==> src/rtl/acc_pkg.sv <==
// package: payload structs, register indexes and reset values for the box cull block
package acc_pkg;

  localparam int COORD_BITS_DEF = 32;
  localparam int FRAC_BITS_DEF  = 16;
  localparam int CFG_REGS       = 8;
  localparam int CFG_IDX_BITS   = 3;
  localparam int CFG_DATA_BITS  = 64;
  localparam int ENTRY_BITS     = 32;
  localparam int TAG_BITS       = 16;

  typedef enum logic [CFG_IDX_BITS-1:0] {
    REG_ROW0_C01 = 3'd0,
    REG_ROW0_C23 = 3'd1,
    REG_ROW1_C01 = 3'd2,
    REG_ROW1_C23 = 3'd3,
    REG_ROW2_C01 = 3'd4,
    REG_ROW2_C23 = 3'd5,
    REG_ROW3_C01 = 3'd6,
    REG_ROW3_C23 = 3'd7
  } cfg_reg_t;

  localparam logic [CFG_DATA_BITS-1:0] RESET_ROW0_C01 = 64'h0000_0000_0001_0000;
  localparam logic [CFG_DATA_BITS-1:0] RESET_ROW0_C23 = 64'h0;
  localparam logic [CFG_DATA_BITS-1:0] RESET_ROW1_C01 = 64'h0001_0000_0000_0000;
  localparam logic [CFG_DATA_BITS-1:0] RESET_ROW1_C23 = 64'h0;
  localparam logic [CFG_DATA_BITS-1:0] RESET_ROW2_C01 = 64'h0;
  localparam logic [CFG_DATA_BITS-1:0] RESET_ROW2_C23 = 64'h0000_0000_0001_0000;
  localparam logic [CFG_DATA_BITS-1:0] RESET_ROW3_C01 = 64'h0;
  localparam logic [CFG_DATA_BITS-1:0] RESET_ROW3_C23 = 64'h0001_0000_0000_0000;

  typedef struct packed {
    logic signed [31:0] bounds_min_x;
    logic signed [31:0] bounds_min_y;
    logic signed [31:0] bounds_min_z;
    logic signed [31:0] bounds_max_x;
    logic signed [31:0] bounds_max_y;
    logic signed [31:0] bounds_max_z;
    logic [TAG_BITS-1:0] item_tag;
  } box_in_t;

  typedef struct packed {
    logic [TAG_BITS-1:0] result_tag;
    logic                visible;
  } cull_out_t;

  // pipeline control shared between stages
  typedef struct packed {
    logic advance;
    logic busy;
  } pipe_ctrl_t;

endpackage

==> src/rtl/acc_matrix_regs.sv <==
// configuration registers holding the 4x4 view-projection matrix
module acc_matrix_regs (
  input  logic                                  clk,
  input  logic                                  rst,
  input  logic                                  cfg_write,
  input  logic [acc_pkg::CFG_IDX_BITS-1:0]      cfg_index,
  input  logic [acc_pkg::CFG_DATA_BITS-1:0]     cfg_data,
  output logic [acc_pkg::ENTRY_BITS-1:0]        entry [4][4]
);

  logic [acc_pkg::CFG_DATA_BITS-1:0] regs [acc_pkg::CFG_REGS];

  always_ff @(posedge clk) begin
    if (rst) begin
      regs[acc_pkg::REG_ROW0_C01] <= acc_pkg::RESET_ROW0_C01;
      regs[acc_pkg::REG_ROW0_C23] <= acc_pkg::RESET_ROW0_C23;
      regs[acc_pkg::REG_ROW1_C01] <= acc_pkg::RESET_ROW1_C01;
      regs[acc_pkg::REG_ROW1_C23] <= acc_pkg::RESET_ROW1_C23;
      regs[acc_pkg::REG_ROW2_C01] <= acc_pkg::RESET_ROW2_C01;
      regs[acc_pkg::REG_ROW2_C23] <= acc_pkg::RESET_ROW2_C23;
      regs[acc_pkg::REG_ROW3_C01] <= acc_pkg::RESET_ROW3_C01;
      regs[acc_pkg::REG_ROW3_C23] <= acc_pkg::RESET_ROW3_C23;
    end else if (cfg_write) begin
      regs[cfg_index] <= cfg_data;
    end
  end

  always_comb begin
    for (int r = 0; r < 4; r++) begin
      entry[r][0] = regs[2*r][31:0];
      entry[r][1] = regs[2*r][63:32];
      entry[r][2] = regs[2*r+1][31:0];
      entry[r][3] = regs[2*r+1][63:32];
    end
  end

endmodule

==> config.mk <==
export PLATFORM = sky130hd
export DESIGN_NAME = acc_matrix_regs
export DESIGN_NICKNAME = d
export VERILOG_FILES = /design/src/rtl/acc_pkg.sv /design/src/rtl/acc_matrix_regs.sv
export SDC_FILE = /design/constraint.sdc
export NUM_CORES = 1
export LEC_CHECK = 0
export BUFFER_PORTS_ARGS = -buffer_cell sky130_fd_sc_hd__buf_2
export CORE_AREA = 2 2 228 230
export DETAILED_ROUTE_END_ITERATION = 8
export DIE_AREA = 0 0 230 232
export PLACE_DENSITY_LB_ADDON = 0.2
export SLEW_MARGIN = 20
export SYNTH_ARGS = -nofsm -noshare
export SYNTH_HDL_FRONTEND = slang
export SYNTH_SLANG_ARGS = --single-unit
==> constraint.sdc <==
create_clock -name clk -period 6.45 [get_ports clk]
set_clock_uncertainty 0.2 [all_clocks]
set_input_delay 1.29 -clock clk [delete_from_list [all_inputs] [get_ports clk]]
set_output_delay 1.29 -clock clk [all_outputs]
set_load 0.005 [all_outputs]
==> results of run 1 <==
cell usage in the layout (no fill, tap or decap), drive strengths merged, types with 2 or more instances in the layout:
| master | n |
|---|---|
| nor2 | 249 |
| nand3b | 4 |
| inv | 3 |
| clkinvlp | 2 |
| clkinv | 19 |
| and3 | 260 |
| nand2 | 2 |
| buf | 600 |
| bufinv | 6 |
| o21bai | 4 |
| a21o | 4 |
| nand4b | 62 |
| clkbuf | 65 |
| nand2b | 2 |
| nor2b | 2 |
| edfxtp | 512 |
kinds of logic (layout without fill, tap and decap cells):
| group | after synthesis | count (layout) | synth area share (%) |
|---|---|---|---|
| simple gates | 586 | 586 | 16.78 |
| other cells | 0 | 1 | 0 |
| compound gates | 8 | 8 | 0.3139 |
| flops | 512 | 512 | 80.36 |
| buf+inv | 105 | 695 | 2.544 |
stage by stage:
| step | instances | setup slack, ns | total power, mW | util (%) |
|---|---|---|---|---|
| after floorplan | 1211 | 1.010 | 4.212 | - |
| after global placement | 2385 | 2.227 | 4.633 | 44.57 |
| after detailed placement | 2385 | 2.143 | 4.639 | 44.57 |
| after CTS | 2480 | 2.778 | 7.638 | 47.89 |
| after global routing | 2481 | 2.680 | 7.809 | 47.94 |
| final | 2482 | 2.810 | 7.577 | 47.94 |
cells in the mapped netlist (2+ instances only):
cell type / instances
nand4b_1: 62
nand2b_1: 2
buf_2: 38
nand3b_1: 4
o21bai_1: 4
nor2_1: 249
a21o_1: 4
clkbuf_1: 35
buf_4: 2
nand2_1: 2
clkbuf_2: 30
and3_1: 260
edfxtp_1: 512
how the worst max path moves through the flow:
stage	start	endpoint
floorplan	cfg_index[2]	regs[1][0]$_SDFFCE_PN0P_
global placement	cfg_index[2]	regs[3][60]$_SDFFCE_PN0P_
detailed placement	cfg_index[2]	regs[3][57]$_SDFFCE_PN0P_
CTS	cfg_index[2]	regs[3][7]$_SDFFCE_PN0P_
global route	cfg_index[2]	regs[3][45]$_SDFFCE_PN0P_
finish	cfg_index[2]	regs[3][45]$_SDFFCE_PN0P_
report_power, final:
part           switching, mW  internal (mW)  total, mW
clock                   1.26           1.75       3.01
sequential            0.0732           3.89       3.96
combinational          0.408          0.195      0.602
layout make-up:
type	count	area (sq um)	share of cell area, %
repair buffers	600	3088	12.66
clock inverters	30	317.8	1.303
well taps	680	850.8	3.487
flip-flops and latches	512	15370	63.02
multi-input cells	594	3392	13.90
diodes	1	2.502	0.01026
clock buffers	65	1371	5.621
layer usage:
layer  vias to the layer above  share of wire, %  GRT usage, %
li1                       5607                 -             -
met1                      6425                38         28.53
met2                       672                49         37.66
met3                       107               9.3         6.901
met4                         0               3.2         7.319
met5                         -                 0             0
==> summary.txt, run 1 <==
Route
  • Drt drc: 0
  • Drt total wl: between 60000 and 70000 um
  • First drt pass iteration count: 5
  • Routed WL per cell: about 25 um
  • Via count: ~13000
  • Initial DRC count: between 1000 and 1500
  • Final ANT Viol Nets: 0
  • Vias per inst: ~5.2

Synthesis
  • Top cells by area, synth: edfxtp_1 (80%), and3_1 (8.5%), nor2_1 (4.9%)
  • Synth warn: 0
  • Avg Synthesized Cell Area: about 16 sq um
  • Netlist Area Pre-Place: between 15000 and 20000 sq um
  • Cells after synthesis: 1211
  • Syn Nets: approximately 1300
  • Seq cells post-synth: ~500
  • Main synth FF type: edfxtp_1
  • Post-synth top area cell: edfxtp_1
  • Post-synth EDFFs: between 500 and 600
  • Area share of the largest cell type after synthesis: about 80%
  • Seq/Total Area, Yosys: roughly 80%
  • Cell variety after synth: 20
  • Post-synth ARST share: 0%

Floorplanning
  • Row count: slightly above 80
  • Die width: 230 um
  • Die area: approximately 53000 sq um
  • IO Count: roughly 580
  • Die span in y: about 230 um
  • Core Box Area: 50890 sq um
  • Starting Density: 37.60%

Clocking
  • CTS sink cnt: slightly above 500
  • H-tree depth: 2
  • Cts bufs inserted: 52
  • Post-CTS setup buffers: 0
  • CTS tree: built
  • Clock Pin Slew Worst Setup and Hold Paths: around 0.060 ns
  • CTS max path bufs: 3
  • Post-CTS Hold Buffers: 0
  • Root Driver: clkbuf_16
  • CTS resizes: 0

Cells and area
  • Final instance area: between 20000 and 25000 sq um
  • Synth-to-layout area growth: 27.52%
  • Layout cell share with drive strength beyond 1: 38.42%
  • # fillers: between 4000 and 5000
  • Fin nets: around 1800
  • Largest Register: regs
  • Max reg flops: 512
  • Leading registers by flop count: regs x512

Timing
  • Unrepaired setup endpoints after global routing: no
  • WHS: 0.8576 ns
  • Fin. max-slew vios: 0
  • Final setup vio count: 0
  • Max_slew headroom: 29.57%
  • Setup Total Neg Slack: 0 ns
  • Worst-Margin Slew: roughly 1.1 ns
  • Final Hold Vio Count: 0
  • Fmax: approximately 0.27 GHz
  • Minimum clock period: approximately 3.6 ns
  • Final period utilization: 56.43%

GRT
  • First-pass GRT wire length: between 80000 and 90000 um
  • Largest net degree at the start of global routing: 195
  • Grt ovf: 0
  • Initial antenna violation count: 0
  • Gr usage total: 22.71%
  • Vias in the first global route: roughly 12000

Worst setup path
  • Cell family with most CP delay: buffers and inverters
  • Critical path depth: 4
  • Cell Chain, Critical Path: buf_2 > nand2b_4 > o21bai_4 > buf_4
  • Worst EP arrival: 3.66 ns
  • Buf+Inv Stages, Crit Path: 2
  • Slowest stage delay, CP: a little under 0.8 ns
  • Setup crit start kind: primary input
  • CP endpoint kind: register
  • Critical Path RT: approximately 6.5 ns
  • Crit path kind: in -> reg
  • Critical-path maximum fanout: between 60 and 70
  • CP max-delay cell: o21bai_4

Placement
  • Placed Area: ~23000 sq um
  • Port bufs: between 500 and 600
  • Routability cong.: between 0.8 and 0.9
  • DP HPWL: approximately 41000 um

Power
  • Peak VDD IR: around 0.00021 V
  • Leakage: 10.28 nW
  • Power per cell area: a little over 300 nW/um^2

Min path
  • Hold endpoint: regs[4][49]$_SDFFCE_PN0P_
  • Worst Hold Class: in -> reg
  • Hold path depth: 2
  • Hold path startpoint: cfg_data[49]

Job
  • Max_cap viols: 0

Run status
  • Status: completed
Note: power is estimated with default switching activity, not from simulation.
==> inputs of run 2 (changes only) <==
Settings changed: ABC_AREA set to 1, CORE_AREA 2 2 228 230 to 2 2 230 232, DIE_AREA 0 0 230 232 to 0 0 232 234.
Clock period 6.45 ns to 3.1 ns, I/O delays scaled along.
==> run 2 against run 1 <==
  * Cell area shrank 1.1%
  * Sequential cell count did not move
  * Area after synthesis is 2.9% lower
  * Largest cell class unchanged
  * Final cell count is 1.0% higher
  * Sequential power is 110% higher
==> summary.txt, run 2 <==
Synthesis
  • Most frequent cell after synthesis: edfxtp_1
  • Synth warn: 0
  • Post-synth ARST share: 0%
  • Syn Nets: 1282
  • Seq/Total Area, Yosys: 82.78%
  • Top cells by area, synth: edfxtp_1 (83%), nor3_1 (10%), nor2_1 (2.6%)
  • Cell variety after synth: 13
  • Post-synth top area cell: edfxtp_1
  • Top post-synthesis cells by count: edfxtp_1 (512), nor3_1 (381), nor2_1 (130)
  • Avg Synthesized Cell Area: approximately 15 sq um
  • Seq cells post-synth: a little over 500
  • Area share of the largest cell type after synthesis: slightly above 80%
  • Netlist Area Pre-Place: ~19000 sq um
  • Post-synth EDFFs: 512
  • Main synth FF type: edfxtp_1
  • Cells after synthesis: 1212

Timing
  • Final WS setup: 1.111 ns
  • Minimum clock period: slightly below 2 ns
  • Worst-Margin Slew: just under 1 ns
  • Final period utilization: between 60% and 70%
  • Fin. max-slew vios: 0
  • Final Hold Vio Count: 0
  • WHS: 0.2137 ns
  • Max_slew headroom: between 30% and 40%
  • Fmax: around 0.50 GHz
  • Unrepaired setup endpoints after global routing: no
  • Setup Total Neg Slack: 0 ns
  • Final setup vio count: 0

Cells and area
  • Antenna diodes: 0
  • Commonest non-fill, non-tap cells in the layout: buf_2 (581), edfxtp_1 (512), nor3_1 (381)
  • Leading registers by flop count: regs x512
  • Layout cell share with drive strength beyond 1: approximately two fifths
  • Fin nets: roughly 1800
  • Synth-to-layout area growth: 29.94%
  • Largest Register: regs
  • Commonest non-fill, non-tap cell in the layout: buf_2
  • # fillers: around 4800
  • Max reg flops: just over 500

Worst setup path
  • Worst EP arrival: 1.17 ns
  • Slowest stage delay, CP: approximately 0.43 ns
  • Buf+Inv Stages, Crit Path: 1
  • Setup crit start kind: register
  • Cell Chain, Critical Path: buf_2
  • Worst setup path start: regs[3][19]$_SDFFCE_PN0P_
  • Critical Path RT: between 2 and 2.5 ns
  • Critical-path maximum fanout: 1
  • Cell family with most CP delay: flip-flops
  • CP max-delay cell: edfxtp_1
  • CP endpoint kind: output port
  • Crit path kind: reg -> out
  • Critical path depth: 1
  • Setup crit end: entry[307]

Clocking
  • Post-CTS Hold Buffers: 0
  • Post-CTS setup buffers: 0
  • Clock Pin Slew Worst Setup and Hold Paths: 0.06 ns
  • H-tree depth: 2
  • Root Driver: clkbuf_16
  • CTS resizes: 0
  • CTS max path bufs: 3
  • CTS tree: built
  • Cts bufs inserted: 53
  • CTS sink cnt: 512

Run status
  • Status: completed

GRT
  • Largest net degree at the start of global routing: between 100 and 150
  • Vias in the first global route: between 10000 and 15000
  • First-pass GRT wire length: 88100 um
  • Initial antenna violation count: 0
  • Gr usage total: a little under a quarter
  • Grt ovf: 0

Route
  • Via count: 12760
  • Routed WL per cell: approximately 25 um
  • Vias per inst: slightly above 5
  • Drt total wl: around 63000 um
  • First drt pass iteration count: 5
  • Final ANT Viol Nets: 0
  • Initial DRC count: about 980
  • Drt drc: 0

Floorplanning
  • Core Box Area: about 52000 sq um
  • Die width: roughly 230 um
  • IO Count: 582
  • Row count: 84
  • Die span in y: ~230 um
  • Starting Density: 35.70%
  • Die area: approximately 54000 sq um

Placement
  • DP HPWL: 40150 um
  • Post-Place Setup Slack: 0.5506 ns
  • Port bufs: slightly below 600
  • Routability cong.: roughly 0.83

Power
  • Power per cell area: between 600 and 700 nW/um^2
  • Leakage: between 9 and 10 nW
  • Peak VDD IR: between 0.0004 and 0.0005 V

Min path
  • Worst Hold Class: in -> reg

Job
  • Max_cap viols: 0
## run 2: changes by cell type in the layout (fill, tap and decap cells not counted), moves of 5 or more
cell | before | now
and3_1 | 260 | 0
buf_12 | 1 | 13
buf_4 | 19 | 14
inv_1 | 0 | 70
nand3_4 | 0 | 5
nand4b_1 | 62 | 0
nor2_1 | 248 | 130
nor3_1 | 0 | 381
o21ai_4 | 0 | 6
## run 2: layout make-up
class                      instances  area (sq um)  share of cell area [%]
clock buffer                      66          1418                   5.874
clock inverter                    29         272.8                   1.130
inverter                          70         262.8                   1.089
tap                              688         860.8                   3.567
timing repair buffer             608          3273                   13.56
sequential                       512         15370                   63.70
multi-input combinational        534          2673                   11.07
## run 2: worst min-delay path by stage
stage                                            to          from  slack [ns]  depth (start not counted)
after detailed placement  regs[7][48]$_SDFFCE_PN1P_  cfg_index[0]        0.81                          2
final                     regs[7][48]$_SDFFCE_PN1P_  cfg_index[0]        0.21                          2
after floorplan           regs[7][48]$_SDFFCE_PN1P_  cfg_index[0]        0.59                          1
after global routing      regs[7][48]$_SDFFCE_PN1P_  cfg_index[0]        0.20                          2
after global placement    regs[7][48]$_SDFFCE_PN1P_  cfg_index[0]        0.81                          2
after CTS                 regs[7][48]$_SDFFCE_PN1P_  cfg_index[0]        0.18                          2
## run 2: kinds of logic (layout without fill, tap and decap cells)
family | after synthesis | after routing | synth area share (%)
buf+inv | 166 | 773 | 3.692
flops | 512 | 512 | 82.78
simple gates | 528 | 528 | 13.37
compound gates | 6 | 6 | 0.1617
## run 2: routing by layer
layer / wire, um / vias up / global-route usage (%)
met1: 25870 / 6456 / 30.09
met4: 2033 / 0 / 8.173
met2: 30110 / 583 / 35.78
li1: - / 5609 / -
met3: 5171 / 107 / 5.533
met5: 0 / - / 0
## run 2: per-stage QoR
step	power, mW	cell area [sq um]	cells	utilization (%)
2_1_floorplan	8.743	18600	1212	-
3_3_place_gp	9.609	22440	2412	43.14
3_5_place_dp	9.619	22440	2412	43.14
4_1_cts	15.88	24130	2507	46.39
5_1_grt	16.22	24130	2507	46.39
6_report	15.74	24130	2507	46.39
## run 2: report_power, final
part / total (mW) / leakage (nW) / switching, mW / internal [mW]
Clock: 6.29 / 0.813 / 2.64 / 3.64
Combinational: 1.28 / 3.44 / 0.888 / 0.388
Sequential: 8.18 / 4.91 / 0.128 / 8.06
Total: 15.7 / 9.16 / 3.66 / 12.1
==> inputs of run 3 (changes only) <==
Settings changed: ABC_AREA 1 to 0, CORE_AREA 2 2 230 232 to 2 2 226 228, DIE_AREA 0 0 232 234 to 0 0 228 230.
Clock period 3.1 ns to 1.7 ns, I/O delays scaled along.
==> run 3 against run 2 <==
  * The run now ends with setup timing left
  * Critical path depth unchanged
  * Wire length up 3.8%
  * Utilization up 5.9 points
  * Final cell count up 4.0%
  * Non-clock buffer count up 128
  * Die area down 3.4%
  * Worst hold slack worse by 0.14 ns
  * Via count up 4.9%
  * Cell area up 8.1%
  * Sequential share of layout area down 4.8 points
  * Largest cell class unchanged
  * Largest power group unchanged
==> summary.txt, run 3 (same netlist as run 1, synthesis figures left out) <==
Worst setup path
  • Cell Chain, Critical Path: buf_2
  • Critical path depth: 1
  • Buf+Inv Stages, Crit Path: 1
  • Slowest stage delay, CP: ~0.43 ns
  • CP endpoint kind: output port
  • Setup crit start kind: register
  • CP max-delay cell: edfxtp_1
  • Worst EP arrival: ~1.2 ns
  • Crit path kind: reg -> out
  • Cell family with most CP delay: flip-flops
  • Critical Path RT: 1.16 ns
  • Critical-path maximum fanout: 1

Power
  • Switching part of the total power: 22.88%
  • Reg power frac: roughly half
  • Power per cell area: approximately 1100 nW/um^2
  • Total power: 29.31 mW
  • Peak VDD IR: 0.0008119 V
  • P_sw: 6.705 mW
  • Gate power share: roughly a tenth
  • Leakage: about 11 nW
  • Clock power frac: a little under 40%
  • Internal: roughly 23 mW

Clocking
  • CTS tree: built
  • CTS sink cnt: around 510
  • Root Driver: clkbuf_16
  • CTS max path bufs: 3
  • Post-CTS setup buffers: 0
  • Cts bufs inserted: 53
  • H-tree depth: 2
  • Clock Pin Slew Worst Setup and Hold Paths: 0.06 ns

Cells and area
  • Synth-to-layout area growth: 36.38%
  • Multi-input gate area: approximately 3400 sq um
  • Antenna diodes: 0
  • Fin nets: a little under 2000
  • Final Util: around 52%
  • Register area: around 15000 sq um
  • Commonest non-fill, non-tap cells in the layout: buf_2 (575), edfxtp_1 (512), and3_1 (260)
  • Largest Register: regs
  • Fin cells: between 2000 and 3000
  • Layout cell share with drive strength beyond 1: 39.74%
  • Final instance area: ~26000 sq um
  • Max reg flops: ~510
  • Leading registers by flop count: regs x512
  • # fillers: between 4000 and 5000
  • Commonest non-fill, non-tap cell in the layout: buf_2

Timing
  • Fmax: around 0.58 GHz
  • Final period utilization: 101.7%
  • Minimum clock period: about 1.7 ns
  • Final setup vio count: 9
  • Final WS setup: -0.02861 ns
  • Max_slew headroom: a little under three quarters
  • Fin. max-slew vios: 0
  • Unrepaired setup endpoints after global routing: yes
  • Final Hold Vio Count: 0
  • Worst-Margin Slew: 0.4282 ns
  • Setup Total Neg Slack: -0.1036 ns

Placement
  • Placed Area: roughly 24000 sq um
  • Port bufs: 581
  • DP HPWL: 45310 um
  • Routability cong.: just over 0.8
  • Dpl cells: 2451

GRT
  • Initial antenna violation count: 0
  • Largest net degree at the start of global routing: 67
  • Grt ovf: 0
  • First-pass GRT wire length: ~94000 um
  • Gr usage total: 24.52%
  • Vias in the first global route: between 10000 and 15000

Floorplanning
  • Die span in y: 230 um
  • Starting Density: 38.37%
  • IO Count: between 500 and 600
  • Die width: roughly 230 um
  • Die area: 52440 sq um
  • Core Box Area: around 50000 sq um
  • Row count: between 80 and 90

Route
  • Initial DRC count: about 1100
  • Drt drc: 0
  • Via count: approximately 13000
  • Final ANT Viol Nets: 0
  • Drt total wl: roughly 66000 um
  • Vias per inst: 5.133
  • First drt pass iteration count: 5
  • Routed WL per cell: approximately 25 um

Run status
  • Status: finished with violations
  • Failing checks: setup timing

Min path
  • Worst Hold Class: in -> reg
  • Hold path depth: 3

Job
  • Max_cap viols: 0
run 3: cell count changes in the layout (fill, tap and decap cells not counted), sizes merged, moves of 4 or more:
cell	previous run	this run
nand3b	0	4
inv	72	1
a21o	0	4
nor3	381	0
o21ai	6	0
nor2	131	249
nand2	9	2
and3	0	260
dlygate4sd3	0	63
nand3	5	0
nand4b	0	62
buf	608	673
o21bai	0	4
run 3: repair_timing:
action	in CTS	in global routing
hold buffers	63	0
endpoints found under the hold margin	251	0
resized for setup	0	5
endpoints found under the setup margin	52	118
pin swaps	0	0
run 3: worst paths after layout:
check / slack [ns] / from / to
setup / recovery: -0.03 / regs[1][44]$_SDFFCE_PN0P_ / entry[396]
hold / removal: 0.07 / cfg_data[63] / regs[0][63]$_SDFFCE_PN0P_
run 3: area by class of cell:
| cell class | count | area share, % |
|---|---|---|
| well taps | 672 | 3.222 |
| clock buffers | 66 | 5.433 |
| repair buffers | 736 | 18.19 |
| flip-flops and latches | 512 | 58.92 |
| multi-input cells | 594 | 13.10 |
| clock inverters | 27 | 1.132 |
run 3: per-layer routing:
metal  wire length, um  track usage [%]  vias up  part of all wire, %
li1                  -                -     5876                    -
met1             25360            30.68     6677                   39
met2             32150            40.73      704                   49
met3              5934            7.502      124                  9.0
met4              2137            8.088        0                  3.3
met5                 0                0        -                    0
run 3: power groups by stage:
stage          clock, mW  combinational [mW]  sequential (mW)
3_3_place_gp           0                2.64             15.2
2_1_floorplan          0               0.656             15.3
5_1_grt             12.3                2.91             15.1
4_1_cts             11.8                2.77             15.0
3_5_place_dp           0                2.65             15.2
6_report            11.6                2.74             15.0
run 3: through the flow:
stage                     hold slack (ns)  setup WS, ns
after floorplan                    0.3225       -0.6165
after global placement             0.5012       -0.1313
after detailed placement           0.4996       -0.1446
after CTS                         0.03587      -0.06861
after global routing              0.06111      -0.07270
final                             0.06914      -0.02861
